File: config.mk
export PLATFORM = sky130hd
export DESIGN_NAME = next_fit_page_frame_allocator_top_flat
export DESIGN_NICKNAME = d
export VERILOG_FILES = /design/src/rtl/nfpfa_pkg.sv /design/src/rtl/nfpfa_req_if.sv /design/src/rtl/nfpfa_rsp_if.sv /design/src/rtl/nfpfa_ram.sv /design/src/rtl/next_fit_page_frame_allocator_top.sv /design/src/flat_wrapper.sv
export VERILOG_INCLUDE_DIRS = /design/src /design/src/rtl
export SDC_FILE = /design/constraint.sdc
export NUM_CORES = 1
export LEC_CHECK = 0
export BUFFER_PORTS_ARGS = -buffer_cell sky130_fd_sc_hd__buf_2
export CORE_ASPECT_RATIO = 2
export CORE_MARGIN = 5
export CORE_UTILIZATION = 53
export DETAILED_ROUTE_END_ITERATION = 7
export GPL_TIMING_DRIVEN = 0
export PLACE_DENSITY = 0.7
export SKIP_LAST_GASP = 1
export SYNTH_ARGS = -nofsm -noshare
export SYNTH_HDL_FRONTEND = slang
export SYNTH_SLANG_ARGS = --single-unit
File: constraint.sdc
create_clock -name clk -period 9 [get_ports clk]
set_input_delay 1.8 -clock clk [delete_from_list [all_inputs] [get_ports clk]]
set_output_delay 1.8 -clock clk [all_outputs]
set_load 0.01 [all_outputs]
File: src/rtl/next_fit_page_frame_allocator_top_macros.svh
// Assertion macros for the next-fit page frame allocator.
`ifndef NEXT_FIT_PAGE_FRAME_ALLOCATOR_TOP_MACROS_SVH
`define NEXT_FIT_PAGE_FRAME_ALLOCATOR_TOP_MACROS_SVH

// Same-cycle implication, disabled in reset.
`define NFPFA_ASSERT_IMPL(label, clk, rst, ante, cons) \
  label: assert property (@(posedge clk) disable iff (rst) (ante) |-> (cons)) \
    else $error("nfpfa assertion failed");

// Next-cycle implication, disabled in reset.
`define NFPFA_ASSERT_NEXT(label, clk, rst, ante, cons) \
  label: assert property (@(posedge clk) disable iff (rst) (ante) |=> (cons)) \
    else $error("nfpfa assertion failed");

`endif

File: src/rtl/nfpfa_pkg.sv
// Shared field widths, request codes and result status codes of the page frame allocator.
`timescale 1ns / 1ps

package nfpfa_pkg;

  localparam int PID_W    = 4;
  localparam int SIZE_W   = 16;
  localparam int STATUS_W = 3;
  localparam int FRAME_W  = 5;
  localparam int COUNT_W  = 6;

  localparam logic REQ_ALLOC = 1'b0;
  localparam logic REQ_FREE  = 1'b1;

  typedef enum logic [STATUS_W-1:0] {
    ST_ALLOC     = 3'd0,
    ST_FREED     = 3'd1,
    ST_TOO_LARGE = 3'd2,
    ST_NO_FRAMES = 3'd3,
    ST_ZERO      = 3'd4
  } status_t;

endpackage

File: src/rtl/nfpfa_req_if.sv
// Request channel: allocate or free, with owner and size.
`timescale 1ns / 1ps

interface nfpfa_req_if;
  logic                         valid;
  logic                         ready;
  logic                         req_type;
  logic [nfpfa_pkg::PID_W-1:0]  proc_id;
  logic [nfpfa_pkg::SIZE_W-1:0] size_kb;

  modport source (output valid, req_type, proc_id, size_kb, input ready);
  modport sink   (input valid, req_type, proc_id, size_kb, output ready);
endinterface

File: src/rtl/nfpfa_rsp_if.sv
// Result channel: one transfer per allocated run or per status report.
`timescale 1ns / 1ps

interface nfpfa_rsp_if;
  logic                           valid;
  logic                           ready;
  logic [nfpfa_pkg::STATUS_W-1:0] status;
  logic [nfpfa_pkg::FRAME_W-1:0]  run_start;
  logic [nfpfa_pkg::FRAME_W-1:0]  run_end;
  logic [nfpfa_pkg::COUNT_W-1:0]  frame_count;
  logic [nfpfa_pkg::COUNT_W-1:0]  free_left;
  logic                           last;

  modport source (output valid, status, run_start, run_end, frame_count, free_left, last,
                  input ready);
  modport sink   (input valid, status, run_start, run_end, frame_count, free_left, last,
                  output ready);
endinterface

File: src/rtl/nfpfa_ram.sv
// Generic single-write, single-read RAM with registered read data.
`timescale 1ns / 1ps

module nfpfa_ram #(
  parameter int WIDTH = 8,
  parameter int DEPTH = 32
) (
  input  logic                     clk,
  input  logic                     wr_en,
  input  logic [$clog2(DEPTH)-1:0] wr_addr,
  input  logic [WIDTH-1:0]         wr_data,
  input  logic [$clog2(DEPTH)-1:0] rd_addr,
  output logic [WIDTH-1:0]         rd_data
);

  logic [WIDTH-1:0] mem [DEPTH];

  always_ff @(posedge clk) begin
    if (wr_en) begin
      mem[wr_addr] <= wr_data;
    end
    rd_data <= mem[rd_addr];
  end

endmodule

File: src/rtl/next_fit_page_frame_allocator_top.sv
// Top level of the next-fit page frame allocator: control sequencer and frame table.
//
// Usage:
//   req carries one request per transfer: req_type 0 allocates size_kb for proc_id,
//   req_type 1 frees every frame that proc_id owns. rsp returns the results.
//   An allocate gives one transfer per contiguous run of frames it fills, in scan
//   order from the next-fit pointer; the final one has last set. A free, and any
//   rejected allocate (zero size, too large, not enough free frames), gives a
//   single transfer with last set.
//   One request is in work at a time; req.ready is high only while idle.
//   An allocate scans at most FRAMES frames from the next-fit pointer; a free
//   scans the whole table and then reports. The scan rate is set by the frame
//   table RAM: one read-modify-write per frame per cycle while the scan is not held.
//   After reset the table is swept clear, one frame per cycle, so req.ready
//   stays low until the sweep is done.
//   Results sit in an output register; when it is full with rsp.ready low and
//   a new run must go out, the scan holds on the current frame until it drains.
`timescale 1ns / 1ps
`include "next_fit_page_frame_allocator_top_macros.svh"

module next_fit_page_frame_allocator_top #(
  parameter int FRAMES   = 32,
  parameter int FRAME_KB = 4
) (
  input  logic        clk,
  input  logic        rst,
  nfpfa_req_if.sink   req,
  nfpfa_rsp_if.source rsp
);

  localparam int IDXW = $clog2(FRAMES);
  localparam int CNTW = $clog2(FRAMES + 1);
  localparam int KBW  = $clog2(FRAMES * FRAME_KB + 1);
  localparam int CW   = nfpfa_pkg::SIZE_W + 1;
  localparam int PW   = nfpfa_pkg::PID_W;
  localparam int EW   = 1 + PW + IDXW;

  localparam logic [IDXW-1:0] LAST_IDX = IDXW'(FRAMES - 1);
  localparam logic [CW-1:0]   TOTAL_KB = CW'(FRAMES * FRAME_KB);
  localparam logic [KBW-1:0]  PAGE_KB  = KBW'(FRAME_KB);

  typedef enum logic [2:0] {S_CLEAR, S_IDLE, S_ALLOC, S_FREE, S_REPORT} state_t;

  state_t                  state;
  logic [IDXW-1:0]         scan;
  logic [IDXW-1:0]         next_fit_ptr;
  logic [CNTW-1:0]         free_frames;
  logic [PW-1:0]           pid;
  logic [KBW-1:0]          rem;
  logic [IDXW-1:0]         page_idx;
  logic                    in_run;
  logic [IDXW-1:0]         rstart;
  logic [CNTW-1:0]         rcount;
  logic [CNTW-1:0]         fcnt;
  nfpfa_pkg::status_t      rep_status;
  logic [CNTW-1:0]         rep_count;

  logic                                out_valid;
  logic [nfpfa_pkg::STATUS_W-1:0]      out_status;
  logic [nfpfa_pkg::FRAME_W-1:0]       out_start;
  logic [nfpfa_pkg::FRAME_W-1:0]       out_end;
  logic [nfpfa_pkg::COUNT_W-1:0]       out_count;
  logic [nfpfa_pkg::COUNT_W-1:0]       out_free;
  logic                                out_last;

  logic            wr_en;
  logic [IDXW-1:0] wr_addr;
  logic [EW-1:0]   wr_data;
  logic [IDXW-1:0] rd_addr;
  logic [EW-1:0]   rd_data;

  logic            ent_used;
  logic [PW-1:0]   ent_owner;
  logic            owner_hit;
  logic            last_frame;
  logic            emit_ok;
  logic            alloc_emit;
  logic            stall;
  logic            load_out;
  logic [IDXW-1:0] scan_inc;
  logic [IDXW-1:0] scan_dec;
  logic [CNTW-1:0] run_base;
  logic [CW-1:0]   free_kb;
  logic [CW-1:0]   size_ext;

  nfpfa_ram #(
    .WIDTH(EW),
    .DEPTH(FRAMES)
  ) u_frame_table (
    .clk    (clk),
    .wr_en  (wr_en),
    .wr_addr(wr_addr),
    .wr_data(wr_data),
    .rd_addr(rd_addr),
    .rd_data(rd_data)
  );

  assign ent_used   = rd_data[EW-1];
  assign ent_owner  = rd_data[EW-2 -: PW];
  assign owner_hit  = ent_used && (ent_owner == pid);
  assign last_frame = (rem <= PAGE_KB);
  assign emit_ok    = !out_valid || rsp.ready;
  assign alloc_emit = (state == S_ALLOC) && (ent_used ? in_run : last_frame);
  assign stall      = alloc_emit && !emit_ok;
  assign load_out   = (state == S_ALLOC) ? (alloc_emit && emit_ok)
                                         : ((state == S_REPORT) && emit_ok);
  assign scan_inc   = (scan == LAST_IDX) ? '0 : scan + 1'b1;
  assign scan_dec   = (scan == '0) ? LAST_IDX : scan - 1'b1;
  assign run_base   = in_run ? rcount : '0;
  assign free_kb    = CW'(free_frames) * CW'(FRAME_KB);
  assign size_ext   = CW'(req.size_kb);

  assign req.ready  = (state == S_IDLE);

  always_comb begin
    wr_en   = 1'b0;
    wr_addr = scan;
    wr_data = '0;
    rd_addr = scan;
    unique case (state)
      S_CLEAR: begin
        wr_en = 1'b1;
      end
      S_IDLE: begin
        rd_addr = (req.req_type == nfpfa_pkg::REQ_FREE) ? '0 : next_fit_ptr;
      end
      S_ALLOC: begin
        wr_en   = !ent_used && !stall;
        wr_data = {1'b1, pid, page_idx};
        rd_addr = stall ? scan : scan_inc;
      end
      S_FREE: begin
        wr_en   = owner_hit;
        rd_addr = scan_inc;
      end
      S_REPORT: begin
        rd_addr = scan;
      end
      default: begin
        rd_addr = scan;
      end
    endcase
  end

  always_ff @(posedge clk) begin
    if (rst) begin
      state        <= S_CLEAR;
      scan         <= '0;
      next_fit_ptr <= '0;
      free_frames  <= CNTW'(FRAMES);
      in_run       <= 1'b0;
      out_valid    <= 1'b0;
    end else begin
      if (load_out) begin
        out_valid <= 1'b1;
      end else if (rsp.valid && rsp.ready) begin
        out_valid <= 1'b0;
      end
      unique case (state)
        S_CLEAR: begin
          scan <= scan_inc;
          if (scan == LAST_IDX) begin
            state <= S_IDLE;
          end
        end
        S_IDLE: begin
          if (req.valid) begin
            pid      <= req.proc_id;
            rem      <= KBW'(req.size_kb);
            page_idx <= '0;
            in_run   <= 1'b0;
            fcnt     <= '0;
            rep_count <= '0;
            if (req.req_type == nfpfa_pkg::REQ_FREE) begin
              scan  <= '0;
              state <= S_FREE;
            end else if (req.size_kb == '0) begin
              rep_status <= nfpfa_pkg::ST_ZERO;
              state      <= S_REPORT;
            end else if (size_ext > TOTAL_KB) begin
              rep_status <= nfpfa_pkg::ST_TOO_LARGE;
              state      <= S_REPORT;
            end else if (size_ext > free_kb) begin
              rep_status <= nfpfa_pkg::ST_NO_FRAMES;
              state      <= S_REPORT;
            end else begin
              scan  <= next_fit_ptr;
              state <= S_ALLOC;
            end
          end
        end
        S_ALLOC: begin
          if (!stall) begin
            scan <= scan_inc;
            if (!ent_used) begin
              page_idx    <= page_idx + 1'b1;
              free_frames <= free_frames - 1'b1;
              rcount      <= run_base + 1'b1;
              if (!in_run) begin
                rstart <= scan;
              end
              if (last_frame) begin
                out_status   <= nfpfa_pkg::ST_ALLOC;
                out_start    <= nfpfa_pkg::FRAME_W'(in_run ? rstart : scan);
                out_end      <= nfpfa_pkg::FRAME_W'(scan);
                out_count    <= nfpfa_pkg::COUNT_W'(run_base + 1'b1);
                out_free     <= nfpfa_pkg::COUNT_W'(free_frames - 1'b1);
                out_last     <= 1'b1;
                in_run       <= 1'b0;
                next_fit_ptr <= scan_inc;
                state        <= S_IDLE;
              end else begin
                rem    <= rem - PAGE_KB;
                in_run <= 1'b1;
              end
            end else if (in_run) begin
              out_status <= nfpfa_pkg::ST_ALLOC;
              out_start  <= nfpfa_pkg::FRAME_W'(rstart);
              out_end    <= nfpfa_pkg::FRAME_W'(scan_dec);
              out_count  <= nfpfa_pkg::COUNT_W'(rcount);
              out_free   <= nfpfa_pkg::COUNT_W'(free_frames);
              out_last   <= 1'b0;
              in_run     <= 1'b0;
            end
          end
        end
        S_FREE: begin
          scan <= scan_inc;
          if (owner_hit) begin
            fcnt        <= fcnt + 1'b1;
            free_frames <= free_frames + 1'b1;
          end
          if (scan == LAST_IDX) begin
            rep_status <= nfpfa_pkg::ST_FREED;
            rep_count  <= owner_hit ? fcnt + 1'b1 : fcnt;
            state      <= S_REPORT;
          end
        end
        S_REPORT: begin
          if (emit_ok) begin
            out_status <= rep_status;
            out_start  <= '0;
            out_end    <= '0;
            out_count  <= nfpfa_pkg::COUNT_W'(rep_count);
            out_free   <= nfpfa_pkg::COUNT_W'(free_frames);
            out_last   <= 1'b1;
            state      <= S_IDLE;
          end
        end
        default: begin
          state <= S_IDLE;
        end
      endcase
    end
  end

  assign rsp.valid       = out_valid;
  assign rsp.status      = out_status;
  assign rsp.run_start   = out_start;
  assign rsp.run_end     = out_end;
  assign rsp.frame_count = out_count;
  assign rsp.free_left   = out_free;
  assign rsp.last        = out_last;

  `NFPFA_ASSERT_IMPL(a_free_bound, clk, rst, 1'b1, free_frames <= CNTW'(FRAMES))
  `NFPFA_ASSERT_IMPL(a_mid_run_alloc, clk, rst, rsp.valid && !rsp.last, rsp.status == nfpfa_pkg::ST_ALLOC)
  `NFPFA_ASSERT_IMPL(a_no_write_idle, clk, rst, state == S_IDLE || state == S_REPORT, !wr_en)
  `NFPFA_ASSERT_NEXT(a_free_report, clk, rst, state == S_FREE && scan == LAST_IDX, state == S_REPORT)

endmodule
File: src/flat_wrapper.sv
// flat-port wrapper written by rule: the top's interface ports become plain ports
module next_fit_page_frame_allocator_top_flat 
#(
  parameter int FRAMES   = 32,
  parameter int FRAME_KB = 4
)
  (clk, rst, req_valid, req_req_type, req_proc_id, req_size_kb, req_ready, rsp_valid, rsp_status, rsp_run_start, rsp_run_end, rsp_frame_count, rsp_free_left, rsp_last, rsp_ready);
  nfpfa_req_if req_i ();
  nfpfa_rsp_if rsp_i ();
  input  logic clk;
  input  logic rst;
  input wire logic [$bits(req_i.valid)-1:0] req_valid;
  input wire logic [$bits(req_i.req_type)-1:0] req_req_type;
  input wire logic [$bits(req_i.proc_id)-1:0] req_proc_id;
  input wire logic [$bits(req_i.size_kb)-1:0] req_size_kb;
  output wire logic [$bits(req_i.ready)-1:0] req_ready;
  output wire logic [$bits(rsp_i.valid)-1:0] rsp_valid;
  output wire logic [$bits(rsp_i.status)-1:0] rsp_status;
  output wire logic [$bits(rsp_i.run_start)-1:0] rsp_run_start;
  output wire logic [$bits(rsp_i.run_end)-1:0] rsp_run_end;
  output wire logic [$bits(rsp_i.frame_count)-1:0] rsp_frame_count;
  output wire logic [$bits(rsp_i.free_left)-1:0] rsp_free_left;
  output wire logic [$bits(rsp_i.last)-1:0] rsp_last;
  input wire logic [$bits(rsp_i.ready)-1:0] rsp_ready;
  assign req_i.valid = req_valid;
  assign req_i.req_type = req_req_type;
  assign req_i.proc_id = req_proc_id;
  assign req_i.size_kb = req_size_kb;
  assign req_ready = req_i.ready;
  assign rsp_valid = rsp_i.valid;
  assign rsp_status = rsp_i.status;
  assign rsp_run_start = rsp_i.run_start;
  assign rsp_run_end = rsp_i.run_end;
  assign rsp_frame_count = rsp_i.frame_count;
  assign rsp_free_left = rsp_i.free_left;
  assign rsp_last = rsp_i.last;
  assign rsp_i.ready = rsp_ready;
  next_fit_page_frame_allocator_top #(.FRAMES(FRAMES), .FRAME_KB(FRAME_KB)) u_core (.clk(clk), .rst(rst), .req(req_i), .rsp(rsp_i));
endmodule
==> out/results.ini, run 1 <==
[sta]
setup-violations-final=0
worst_slack_ns=4.412
period_share=0.5098
slew-limit-headroom=0.1212
worst_slew_pin_slew_ns=1.318
tns_ns=0
hold_violations=0
clock_skew_ns=0.008940
rsz0062_at_grt=false
timing.hold.ws_ns=0.5039
min_period_ns=4.588
max_freq_mhz=218.0
slew_viol_final=0

[worst_setup_path]
cp.arrival_ns=4.97
crit_buf_inv=2
setup.worst_path.start=rsp_ready
crit_path_end_kind=flop
crit_path_frequent_cell=mux2i_1
cp_max_fo=10
critical_path_class=input pin to flop
crit_family=compound AO/OA/AOI/OAI gates
cp.required_ns=9.38
crit_slowest_cell=a2111o_1
startpoint_type=input pin
crit_chain=buf_2 > nor2b_1 > o2111a_2 > o21ai_1 > a2bb2oi_4 > buf_2 > mux2i_1 > mux2i_1 > mux2i_1 > o21ai_1 > a2111o_1
reg2reg_from=u_core.scan[2]$_SDFFE_PP0P_
slowest_delay_ns=0.48

[placement]
globalplace.congestion=0.9461
dp_slack_ns=3.865
hpwl_mm=21.80
placedCellCount=1227
placed_area_sq_um=12010
io_buffers=51

[die]
dieHeight_um=217.4
num_rows=76
num_io_pins=53
dieArea_sq_um=24710
die_x_um=113.7
core_region_area_sq_um=21400
start_util=0.5326

[global_routing]
grt_overflow_total=0
grt_pass1_wl_mm=44.55
grt_util_all_layers=0.2398
grt_max_degree=42
antenna_found_initial=0
grt_pass1_vias=8035

[clock_tree]
cts.sinks=250
holdBufCountCts=0
cts.clk_slew.worst_paths_ns=0.07
cts_setup_buffers=0
clk_latency_ns=0.51
clock_path_buffers=3
cts-buffers-inserted=21
htreeDepth=1
tritoncts=built
ctsResizeCount=0
clock-root-buffer=clkbuf_16

[route]
firstDrtPassIters=5
antenna_left=0
dr_total_vias=7533
wl_per_cell_um=23.04
drt_iter0_drc=419
drt_wl_total_mm=29.14
vias_per_cell=5.955
drc=0

[yosys]
avgSynthCellArea_sq_um=12.63
synthArstFlopShare=0
synth_seq_area_share=0.6359
synth.distinct_cells=70
syn-num-nets=945
netlist_instances=902
synth_edf_count=224
syn_area_sq_um=11400
synth_warnings=0
ys.flop_type=edfxtp_1
synth-seq-cells=250

[cells_and_area]
fin_nets=1021
mostFrequentLayoutCells=edfxtp_1, nand2_1, nor2_1, buf_2, mux2i_1
drive_gt1_frac=0.1442
final_common_cell=edfxtp_1
fin_area_sq_um=12650
syn2layout_area_growth_pct=10.98
fin_cells=1265
antenna_cells=0

[power]
p_leak_nw=4.637
p_comb_frac=0.376
ir_worst_vdd_uv=192.8
p_int_mw=2.296
clkPwrFrac=0.232
netSwitchingFraction=0.3676
p_seq_frac=0.392
powerDensity_nw_per_um2=287.1
switchingPower_mw=1.335

[job]
drv_cap=0

[hold_path]
hold_start=u_core.next_fit_ptr[4]$_SDFFE_PP0P_
hold_path.class=flop to flop

[outcome]
status=finished, final reports clean

power by group through the flow:
stage          sequential (mW)  clock (mW)  combinational [mW]
2_1_floorplan             1.44           0               0.921
3_3_place_gp              1.44           0                1.35
3_5_place_dp              1.45           0                1.36
4_1_cts                   1.42       0.852                1.36
5_1_grt                   1.43       0.897                1.46
6_report                  1.42       0.844                1.37
kinds of logic (layout without fill, tap and decap cells):
logic type	Yosys count	in the layout	synth area share
simple gates	299	299	0.1229
flops	250	250	0.6359
compound gates	160	160	0.09772
mux	82	82	0.07521
buf+inv	64	154	0.02624
xor+xnor	29	29	0.02229
fa+ha+maj	18	18	0.01976
metal layers:
layer,GRT usage,wire length (um),share of wire,up-vias
met5,0,0,0,-
met4,0.1512,2081,0.071,0
met3,0.02504,989,0.034,97
met2,0.4805,17040,0.58,245
met1,0.2180,9037,0.31,3693
li1,-,-,-,3498
path summary, 6_finish.rpt:
kind	to	slack (ns)	cells past startpoint
worst max-delay path	u_core.u_frame_table.rd_data[8]$_DFF_P_	4.41	11
worst min-delay path	u_core.next_fit_ptr[4]$_SDFFE_PP0P_	0.50	2
worst max register to register	u_core.u_frame_table.rd_data[6]$_DFF_P_	4.61	14
worst min register to register	u_core.next_fit_ptr[4]$_SDFFE_PP0P_	0.50	2
layout make-up:
class / count / area, sq um
Clock buffer: 31 / 573.1
Tap cell: 273 / 341.6
Buffer: 45 / 227.7
Clock inverter: 6 / 40.04
Multi-Input combinational cell: 588 / 3856
Sequential cell: 250 / 7247
Timing Repair Buffer: 53 / 290.3
Fill cell: 1752 / 8748
Inverter: 19 / 71.32
worst min-delay path, delay by kind of cell (launching register included):
| kind | cells | cell delay (ns) |
|---|---|---|
| multiplexers | 1 | 0.07 |
| AND/OR/NAND/NOR | 1 | 0.07 |
| flip-flops | 1 | 0.33 |
cell usage after synthesis, types with 18 or more instances:
master / n / share of area
nand2_1: 104 / 0.034
edfxtp_1: 224 / 0.59
xnor2_1: 20 / 0.015
o21ai_0: 32 / 0.014
buf_2: 20 / 0.0088
nor2_1: 90 / 0.030
mux2_2: 18 / 0.018
mux2i_1: 56 / 0.049
ha_1: 18 / 0.020
a21oi_1: 41 / 0.018
inv_1: 18 / 0.0059
dfxtp_1: 26 / 0.046
state kept, by name, summed over array words and instances, names as in the netlist, 4 cells and up:
register                      flops
u_core.scan                       5
u_core.rsp.frame_count            6
u_core.rcount                     6
u_core.rsp.run_end                5
u_core.rsp.free_left              6
u_core.u_frame_table.rd_data      5
u_core.pid                        4
u_core.free_frames                6
u_core.rsp.run_start              5
u_core.fcnt                       6
u_core.rem                        8
u_core.u_frame_table.mem        160
u_core.rep_count                  6
u_core.rstart                     5
u_core.next_fit_ptr               5
per-stage QoR:
stage	util	total power, mW
2_1_floorplan	-	2.359
4_1_cts	0.5898	3.638
5_1_grt	0.5911	3.788
6_report	0.5911	3.632
3_3_place_gp	0.5605	2.789
3_5_place_dp	0.5612	2.805
(Power assumes the default switching activity.)
==> run 2, diff against run 1 <==
- ABC_AREA: not set -> 1
- PLACE_DENSITY: 0.7 -> 0.73
- clock period: 9 -> 4.2 ns (I/O delays scaled with it)
==> out/results.ini, run 2 <==
[route]
vias_per_cell=5.559
dr_total_vias=8966
wl_per_cell_um=19.19
firstDrtPassIters=6
drc=0
drt_wl_total_mm=30.96
drt_iter0_drc=490
antenna_left=0

[clock_tree]
clock_path_buffers=3
htreeDepth=1
clock-root-buffer=clkbuf_16
cts-buffers-inserted=21
clk_latency_ns=0.51
cts.clk_slew.worst_paths_ns=0.07
tritoncts=built
holdBufCountCts=0
cts_setup_buffers=0
cts.sinks=250
ctsResizeCount=0

[worst_setup_path]
critical_path_class=flop to flop
crit_path_end_kind=flop
cp_max_fo=40
cp.arrival_ns=4.38
startpoint_type=flop
cp.required_ns=4.59

[sta]
tns_ns=0
min_period_ns=3.989
worst_slew_pin_slew_ns=1.359
slew-limit-headroom=0.08813
max_freq_mhz=250.7
clock_skew_ns=0.009326
period_share=0.9498
setup-violations-final=0
hold_violations=0
rsz0062_at_grt=false
slew_viol_final=0

[yosys]
syn_area_sq_um=11970
synth.distinct_cells=42
synth_warnings=0
syn-num-nets=1289
synthArstFlopShare=0
yosysTopAreaCell=edfxtp_1
avgSynthCellArea_sq_um=9.603
synth-seq-cells=250
synth_edf_count=224
synth_most_common_cell=nand2_1
synth_seq_area_share=0.6057
yosys-top-cells-count=nand2_1, edfxtp_1, nand3_1
synth_area_leaders=edfxtp_1, nand2_1, nand3_1
synth_top_cell_area_share=0.5622
ys.flop_type=edfxtp_1
netlist_instances=1246

[cells_and_area]
multi_input_area_sq_um=3769
seq_area_sq_um=7247
syn2layout_area_growth_pct=11.82
drive_gt1_frac=0.1085
fillCellCount=1874
fin_nets=1366
largest_register_ffs=160
regMostFlops=u_core.u_frame_table.mem
antenna_cells=0
top_regs=u_core.u_frame_table.mem: 160 flops, u_core.rem: 8 flops
final_common_cell=nand2_1
mostFrequentLayoutCells=nand2_1, edfxtp_1, nand3_1, inv_1, buf_2

[power]
p_seq_frac=0.311
netSwitchingFraction=0.4493
ir_worst_vdd_uv=438.0
powerDensity_nw_per_um2=799.5
p_int_mw=5.891
total_power_mw=10.70
p_leak_nw=5.767
switchingPower_mw=4.805
clkPwrFrac=0.193
p_comb_frac=0.497

[die]
num_io_pins=53
die_x_um=116.2
start_util=0.5400
dieArea_sq_um=25860
num_rows=77
core_region_area_sq_um=22160
dieHeight_um=222.5

[global_routing]
grt_max_degree=41
grt_pass1_vias=9098
grt_util_all_layers=0.2421
grt_pass1_wl_mm=47.20
grt_overflow_total=0
antenna_found_initial=0

[hold_path]
hold_path.class=flop to flop

[placement]
hpwl_mm=23.22
io_buffers=52
globalplace.congestion=0.9425

[job]
drv_cap=0

[outcome]
status=finished, final reports clean

run 2: worst paths after layout:
kind / to / slack [ns] / from / cells past startpoint
worst max-delay path: u_core.u_frame_table.rd_data[6]$_DFF_P_ / 0.21 / u_core.state[2]$_SDFFE_PP0P_ / 14
worst min-delay path: u_core.next_fit_ptr[2]$_SDFFE_PP0P_ / 0.47 / u_core.next_fit_ptr[2]$_SDFFE_PP0P_ / 2
worst max register to register: u_core.u_frame_table.rd_data[6]$_DFF_P_ / 0.21 / u_core.state[2]$_SDFFE_PP0P_ / 14
worst min register to register: u_core.next_fit_ptr[2]$_SDFFE_PP0P_ / 0.47 / u_core.next_fit_ptr[2]$_SDFFE_PP0P_ / 2
run 2: per-stage QoR:
stage | setup WS [ns] | utilization | hold slack (ns) | cells | area (sq um)
final | 0.2107 | 0.6038 | 0.4742 | 1613 | 13380
after global routing | 0.08648 | 0.6038 | 0.4888 | 1613 | 13380
after CTS | 0.2637 | 0.6038 | 0.4758 | 1613 | 13380
after detailed placement | 0.2967 | 0.5709 | 0.4664 | 1576 | 12650
after global placement | -0.3114 | 0.5676 | 0.4522 | 1574 | 12580
after floorplan | 0.9794 | - | 0.4396 | 1246 | 11970
run 2: routing by layer:
metal | up-vias | track usage | part of all wire | routed length (um)
li1 | 4323 | - | - | -
met1 | 4203 | 0.2177 | 0.31 | 9511
met2 | 307 | 0.4576 | 0.56 | 17320
met3 | 133 | 0.02396 | 0.040 | 1246
met4 | 0 | 0.2004 | 0.093 | 2884
met5 | - | 0 | 0 | 0
run 2: logic make-up after synthesis:
family | count (synthesis) | synth area share
adder cells (fa/ha/maj) | 18 | 0.01882
AND/OR/NAND/NOR | 583 | 0.2174
AO/OA/AOI/OAI | 124 | 0.06149
XOR/XNOR | 19 | 0.01391
flip-flops | 250 | 0.6057
buffers and inverters | 252 | 0.08271
run 2: worst max-delay path, stage by stage, from the launching register on:
cell and delay [ns]:
dfxtp_1 0.46, inv_2 0.10, nand3_4 0.12, clkinv_1 1.05
nand3_1 0.53, nand2_2 0.29, nand2_2 0.30, buf_2 0.26
nand2_1 0.09, nand3_1 0.08, nand3_1 0.18, nand3_1 0.14
nand2_1 0.06, nand2_1 0.09, nand2_1 0.10
run 2: power groups by stage:
stage                     combinational, mW  sequential, mW  clock (mW)
after floorplan                        3.49            3.36           0
after global placement                 5.12            3.38           0
after detailed placement               5.24            3.37           0
after CTS                              5.26            3.32        2.08
after global routing                   5.80            3.34        2.19
final                                  5.32            3.32        2.06
run 2: final cells by class:
cell class	count	share of cell area
flip-flops and latches	250	0.5417
multi-input cells	744	0.2817
inverters	200	0.05611
clock buffers	28	0.04498
well taps	276	0.02581
repair buffers	54	0.02235
plain buffers	52	0.01786
clock inverters	9	0.009539
